--- config.mk ---
export PLATFORM = sky130hd
export DESIGN_NAME = morse_stream_decoder
export DESIGN_NICKNAME = d
export VERILOG_FILES = /design/src/hdl/msd_pkg.sv /design/src/hdl/msd_accum.sv /design/src/hdl/msd_lookup.sv /design/src/hdl/morse_stream_decoder.sv
export SDC_FILE = /design/constraint.sdc
export NUM_CORES = 1
export LEC_CHECK = 0
export ABC_AREA = 0
export BUFFER_PORTS_ARGS = -buffer_cell sky130_fd_sc_hd__buf_2
export CAP_MARGIN = 20
export CORE_MARGIN = 1.5
export CORE_UTILIZATION = 64
export CTS_BUF_LIST = sky130_fd_sc_hd__clkbuf_8 sky130_fd_sc_hd__clkbuf_16
export DETAILED_ROUTE_END_ITERATION = 7
export MAX_ROUTING_LAYER = met4
export PLACE_DENSITY = 0.95
export RECOVER_POWER = 50
export REMOVE_ABC_BUFFERS = 1
export SLEW_MARGIN = 20
export SYNTH_ARGS = -nofsm -noshare
export SYNTH_HDL_FRONTEND = slang
export SYNTH_SLANG_ARGS = --single-unit
--- constraint.sdc ---
create_clock -name clock -period 6.22 [get_ports clock]
set_input_delay 0.933 -clock clock [delete_from_list [all_inputs] [get_ports clock]]
set_output_delay 0.933 -clock clock [all_outputs]
set_load 0.05 [all_outputs]
--- src/hdl/msd_pkg.sv ---
package msd_pkg;

   localparam int MAX_ELEMENTS = 7;
   localparam int COUNT_W      = 3;
   localparam int PATTERN_W    = 7;
   localparam int CODE_COUNT   = 43;

   localparam logic [7:0] CHAR_DOT      = 8'h2E;
   localparam logic [7:0] CHAR_DASH     = 8'h2D;
   localparam logic [7:0] CHAR_SPACE    = 8'h20;
   localparam logic [7:0] CHAR_QUESTION = 8'h3F;

   typedef struct packed {
      logic [7:0] text_char;
      logic       end_of_message;
   } req_word_type;

   typedef struct packed {
      logic [7:0] decoded_char;
      logic       recognized;
   } rsp_word_type;

   typedef struct packed {
      logic [COUNT_W-1:0]   count;
      logic [PATTERN_W-1:0] pattern;
      logic                 poisoned;
   } word_state_type;

   // Bit i of a pattern is element i of the code, one for a dash.
   typedef struct packed {
      logic [COUNT_W-1:0]   len;
      logic [PATTERN_W-1:0] pattern;
      logic [7:0]           code;
   } code_entry_type;

   localparam code_entry_type CODE_TABLE [CODE_COUNT] = '{
      '{3'd5, 7'b0011111, 8'h30},
      '{3'd5, 7'b0011110, 8'h31},
      '{3'd5, 7'b0011100, 8'h32},
      '{3'd5, 7'b0011000, 8'h33},
      '{3'd5, 7'b0010000, 8'h34},
      '{3'd5, 7'b0000000, 8'h35},
      '{3'd5, 7'b0000001, 8'h36},
      '{3'd5, 7'b0000011, 8'h37},
      '{3'd5, 7'b0000111, 8'h38},
      '{3'd5, 7'b0001111, 8'h39},
      '{3'd6, 7'b0000111, 8'h3A},
      '{3'd6, 7'b0101010, 8'h2E},
      '{3'd6, 7'b0110011, 8'h2C},
      '{3'd5, 7'b0010001, 8'h3D},
      '{3'd5, 7'b0001100, 8'h21},
      '{3'd6, 7'b0001100, 8'h3F},
      '{3'd6, 7'b0010010, 8'h22},
      '{3'd2, 7'b0000010, 8'h41},
      '{3'd4, 7'b0000001, 8'h42},
      '{3'd4, 7'b0000101, 8'h43},
      '{3'd3, 7'b0000001, 8'h44},
      '{3'd1, 7'b0000000, 8'h45},
      '{3'd4, 7'b0000100, 8'h46},
      '{3'd3, 7'b0000011, 8'h47},
      '{3'd4, 7'b0000000, 8'h48},
      '{3'd2, 7'b0000000, 8'h49},
      '{3'd4, 7'b0001110, 8'h4A},
      '{3'd3, 7'b0000101, 8'h4B},
      '{3'd4, 7'b0000010, 8'h4C},
      '{3'd2, 7'b0000011, 8'h4D},
      '{3'd2, 7'b0000001, 8'h4E},
      '{3'd3, 7'b0000111, 8'h4F},
      '{3'd4, 7'b0000110, 8'h50},
      '{3'd4, 7'b0001011, 8'h51},
      '{3'd3, 7'b0000010, 8'h52},
      '{3'd3, 7'b0000000, 8'h53},
      '{3'd1, 7'b0000001, 8'h54},
      '{3'd3, 7'b0000100, 8'h55},
      '{3'd4, 7'b0001000, 8'h56},
      '{3'd3, 7'b0000110, 8'h57},
      '{3'd4, 7'b0001001, 8'h58},
      '{3'd4, 7'b0001101, 8'h59},
      '{3'd4, 7'b0000011, 8'h5A}
   };

endpackage

--- src/hdl/msd_accum.sv ---
module msd_accum (
   input  logic                   clock,
   input  logic                   reset,
   input  logic                   step,
   input  msd_pkg::req_word_type  word,
   output msd_pkg::word_state_type state
);
   import msd_pkg::*;

   word_state_type state_ff;
   word_state_type state_in;
   logic           is_dot;
   logic           is_dash;
   logic           is_space;

   assign is_dot   = (word.text_char == CHAR_DOT);
   assign is_dash  = (word.text_char == CHAR_DASH);
   assign is_space = (word.text_char == CHAR_SPACE);

   always_comb begin
      state_in = state_ff;
      if (step) begin
         priority if (word.end_of_message || is_space) begin
            state_in = '0;
         end else if (is_dot || is_dash) begin
            if (state_ff.count >= COUNT_W'(MAX_ELEMENTS)) begin
               state_in.poisoned = 1'b1;
            end else begin
               state_in.pattern = state_ff.pattern
                                | (PATTERN_W'(is_dash) << state_ff.count);
               state_in.count   = state_ff.count + COUNT_W'(1);
            end
         end else begin
            state_in.poisoned = 1'b1;
         end
      end
   end

   always_ff @(posedge clock) begin
      if (reset) begin
         state_ff <= '0;
      end else begin
         state_ff <= state_in;
      end
   end

   assign state = state_ff;

endmodule

--- src/hdl/msd_lookup.sv ---
module msd_lookup (
   input  msd_pkg::word_state_type state,
   output msd_pkg::rsp_word_type   result
);
   import msd_pkg::*;

   logic       hit;
   logic [7:0] code;

   always_comb begin
      hit  = 1'b0;
      code = CHAR_QUESTION;
      for (int k = CODE_COUNT - 1; k >= 0; k--) begin
         if (CODE_TABLE[k].len == state.count && CODE_TABLE[k].pattern == state.pattern) begin
            hit  = 1'b1;
            code = CODE_TABLE[k].code;
         end
      end
   end

   always_comb begin
      priority if (state.poisoned) begin
         result.decoded_char = CHAR_QUESTION;
         result.recognized   = 1'b0;
      end else if (state.count == '0) begin
         result.decoded_char = CHAR_SPACE;
         result.recognized   = 1'b1;
      end else begin
         result.decoded_char = code;
         result.recognized   = hit;
      end
   end

endmodule

--- src/hdl/morse_stream_decoder.sv ---
// Morse text decoder. Each input word carries one ASCII character of Morse
// text: dots and dashes build up a code of up to seven elements, and a space
// closes it and returns one output word with the decoded digit, letter or
// punctuation mark, a space for an empty code, or a question mark with
// recognized low when the code is unknown, too long or held any other
// character. End of message drops an unfinished code and returns nothing.
// A new input word is accepted every cycle unless the input is stalled; a
// character passes one input register and one output register, so a decoded
// character is loaded into the output register as the space that closes it
// leaves the input register. Only a stalled output word holding back a space
// stalls the input.
module morse_stream_decoder (
   input  logic                  clock,
   input  logic                  reset,
   input  logic                  req_valid,
   output logic                  req_stall,
   input  msd_pkg::req_word_type req_word,
   output logic                  rsp_valid,
   input  logic                  rsp_stall,
   output msd_pkg::rsp_word_type rsp_word
);
   import msd_pkg::*;

   logic           s1_valid_ff;
   req_word_type   s1_word_ff;
   logic           r_valid_ff;
   rsp_word_type   r_word_ff;
   logic           s1_emits;
   logic           s1_go;
   logic           out_blocked;
   word_state_type state;
   rsp_word_type   decoded;

   assign s1_emits    = !s1_word_ff.end_of_message && (s1_word_ff.text_char == CHAR_SPACE);
   assign out_blocked = r_valid_ff && rsp_stall;
   assign s1_go       = s1_valid_ff && !(s1_emits && out_blocked);
   assign req_stall   = s1_valid_ff && !s1_go;

   msd_accum u_accum (
      .clock (clock),
      .reset (reset),
      .step  (s1_go),
      .word  (s1_word_ff),
      .state (state)
   );

   msd_lookup u_lookup (
      .state  (state),
      .result (decoded)
   );

   always_ff @(posedge clock) begin
      if (reset) begin
         s1_valid_ff <= 1'b0;
         r_valid_ff  <= 1'b0;
      end else begin
         if (!req_stall) begin
            s1_valid_ff <= req_valid;
         end
         if (s1_go && s1_emits) begin
            r_valid_ff <= 1'b1;
         end else if (!rsp_stall) begin
            r_valid_ff <= 1'b0;
         end
      end
   end

   always_ff @(posedge clock) begin
      if (req_valid && !req_stall) begin
         s1_word_ff <= req_word;
      end
      if (s1_go && s1_emits) begin
         r_word_ff <= decoded;
      end
   end

   assign rsp_valid = r_valid_ff;
   assign rsp_word  = r_word_ff;

endmodule

==> metrics.yaml <==
cts:
  root_buffer: "clkbuf_8"
  post_cts_buffers: 0
  insertion_delay_ps: 280
  cts_hold_buffers: 0
  clk_pin_slew_ps: 70
  cts_sinks: 30
  tritoncts: "built"
  clockBufferDepth: 2
  cts-htree-levels: 2
  cts_resized: 0
  numCtsBuffers: 5
yosys:
  synthArstFlopShare_pct: 0
  synth_edf_count: 17
  ys_types: 61
  yosysWarningCount: 0
  ys_seq_area_share_pct: 33.9
  synthCells: 273
  synth_seq_cells: 30
  synthesis.area_mm2: 0.00227
  ys.flop_type: "edfxtp_1"
  synth.avg_cell_area_um2: 8.32
worst_setup_path:
  max_stage_delay_ps: 440
  cp_data_arrival_time_ps: 1920
  path_max_fanout: 3
  worstSetupEndpointType: "output port"
  ff2ff_setup_slack_ps: 3400
  ff2ff_path_depth: 8
  r2r_start: "u_accum.state[10]"
  path_class: "reg -> out"
  r2r_end: "rsp_word[0]"
  cp_top_family: "simple AND/OR/NAND/NOR gates"
  slowest_stage: "edfxtp_1"
  critPathLaunchType: "register"
  critPathRequiredTime_ps: 5290
  path_cells: "nor4_1, nand2_1, nor2_1, nand2_1, nor2_1, buf_2"
  cp_num_buf_inv: 1
power_and_ir_drop:
  ir_drop_v: 0.000188
  p_leak_nw: 0.772
  p_per_area_mw_per_mm2: 166
timing:
  fmaxAchievable_mhz: 350
  rsz0062_at_grt: "false"
  post-route-period-util_pct: 45.9
  drv_slew: 0
  min_period_ps: 2860
  slew_headroom_pct: 38.2
  final_hold_viol_count: 0
  tightest_slew_ps: 926
  setup_tns_ps: 0
  setup_viol: 0
  skew_ps: 11.0
  holdWs_ps: 488
run_status:
  status: "completed"
floorplanning:
  dieHeight_um: 62.6
  die_area_mm2: 0.00392
  rows: 21
  io_pins: 24
  die_w_um: 62.6
  initial_utilization_pct: 67.6
  coreArea_mm2: 0.00336
drt:
  first_iter_violations: 405
  wirelength_um: 6320
  detail-route-antenna-nets: 0
  wire_per_inst_um: 19.2
  vias_per_cell: 6.98
  drc: 0
  drt_first_pass_iters: 8
  vias: 2298
layout:
  diodes: 0
  fillers: 271
  areaGrowthSynthToFinish_pct: 6.77
  final_nets: 301
  drive_above_1_share_pct: 11.7
  finish.instance_area_mm2: 0.00243
hold_path:
  holdPathStages: 2
  hold_path_startpoint: "s1_valid_ff"
  min_to: "rsp_valid"
  hold_path_class: "reg -> reg"
grt:
  grt_use_total_pct: 33.8
  grt_pass1_vias: 2078
  grt_max_degree: 30
  grt_pass1_wl_um: 10100
  antenna_found_initial: 0
  grt.overflow.total: 0
place:
  io_buffers: 22
  dpl_cell_area_mm2: 0.00234
  routabilityCongestion: 1.00
  dp_hpwl_um: 4380
job:
  drv_cap: 0
-- cells in the mapped netlist (all sizes together), types with 2 or more instances --
| master | count | area, um^2 |
|---|---|---|
| nand2 | 31 | 119 |
| nor3 | 19 | 100 |
| o21ai | 19 | 95.1 |
| edfxtp | 17 | 510 |
| a21oi | 16 | 80.1 |
| buf | 16 | 86.3 |
| nor2 | 16 | 60.1 |
| dfxtp | 13 | 260 |
| inv | 10 | 37.5 |
| nand3 | 8 | 40.0 |
| nor2b | 8 | 50.1 |
| ha | 6 | 75.1 |
| a31oi | 5 | 31.3 |
| clkbuf | 5 | 18.8 |
| nand2b | 5 | 31.3 |
| nor3b | 5 | 37.5 |
| nor4 | 5 | 37.5 |
| nor4b | 5 | 71.3 |
| o31ai | 5 | 37.5 |
| a211oi | 4 | 30.0 |
| a32oi | 4 | 35.0 |
| and2 | 4 | 25.0 |
| nand3b | 3 | 22.5 |
| nand4 | 3 | 18.8 |
| o22ai | 3 | 18.8 |
| o32ai | 3 | 26.3 |
| xnor2 | 3 | 26.3 |
| and3 | 2 | 12.5 |
| and4 | 2 | 17.5 |
| nand4b | 2 | 17.5 |
| nand4bb | 2 | 22.5 |
| o21a | 2 | 15.0 |
| o21bai | 2 | 15.0 |
| or3 | 2 | 17.5 |
-- kinds of logic (layout without fill, tap and decap cells) --
| family | after synthesis | in the layout | share of synthesized area, % |
|---|---|---|---|
| other cells | 1 | 1 | 0.165 |
| compound gates | 75 | 75 | 22.4 |
| xor+xnor | 3 | 3 | 1.16 |
| buf+inv | 31 | 41 | 6.28 |
| fa+ha+maj | 7 | 7 | 3.74 |
| simple gates | 125 | 125 | 31.9 |
| mux | 1 | 1 | 0.441 |
| flops | 30 | 30 | 33.9 |
-- state kept, by name, indices dropped and copies added, names as in the netlist --
| signal | count |
|---|---|
| rsp_word | 8 |
| s1_word_ff | 9 |
| u_accum.state | 11 |
| rsp_valid | 1 |
| s1_valid_ff | 1 |
-- worst max path at each step --
stage	startpoint	slack, ps	cells after the start	to
3_3_place_gp	u_accum.state[10]	3610	8	rsp_word[0]
6_report	s1_word_ff[2]	3360	6	req_stall
4_1_cts	s1_word_ff[2]	3380	6	req_stall
3_5_place_dp	u_accum.state[10]	3540	8	rsp_word[0]
2_1_floorplan	s1_word_ff[2]	3530	5	req_stall
5_1_grt	s1_word_ff[1]	3240	6	req_stall
-- metrics by stage --
step / total power, mW / std cells / util (%) / worst slack, ps
floorplan: 0.233 / 252 / - / 3530
global placement: 0.240 / 321 / 69.6 / 3610
detailed placement: 0.241 / 321 / 69.6 / 3540
CTS: 0.402 / 329 / 72.5 / 3380
global route: 0.412 / 329 / 72.1 / 3240
finish: 0.402 / 329 / 72.1 / 3360
-- power by group --
group / total [mW] / internal (mW) / switching, mW
Clock: 0.165 / 0.0888 / 0.0762
Sequential: 0.220 / 0.216 / 0.00418
Combinational: 0.0171 / 0.00753 / 0.00959
Total: 0.402 / 0.312 / 0.0900
-- cell usage in the layout (no fill, tap or decap), types with 4 or more instances in the layout --
master and n:
a21oi_1 16, clkbuf_8 6, and2_1 4, nand3_1 8, a211oi_1 4, nand2_1 30
nor2b_1 8, o21ai_0 19, buf_2 13, a32oi_1 4, nand2b_1 5, ha_1 6
nor3_1 18, edfxtp_1 17, nor3b_1 5, nor4_1 4, nor2_1 16, o31ai_1 5
dfxtp_1 13, a31oi_1 5, clkbuf_1 9, inv_1 10
-- layer usage --
layer	track usage, %	share of wire (%)
met5	-	0
met4	14.4	3.6
met3	5.95	10
met2	55.5	48
met1	41.1	38
-- cell type report --
cell class / instances / area (um^2) / share of cell area, %
repair buffers: 23 / 106 / 4.38
inverters: 10 / 37.5 / 1.55
multi-input cells: 212 / 1360 / 56.0
flip-flops and latches: 30 / 771 / 31.8
well taps: 46 / 57.6 / 2.37
clock inverters: 2 / 12.5 / 0.516
clock buffers: 6 / 82.6 / 3.40
-- worst min-delay path, stage by stage, from the launching register on --
cell,delay (ps)
dfxtp_1,310
nand2_1,70
a21oi_1,60
Note: power is estimated with default switching activity, not from simulation.
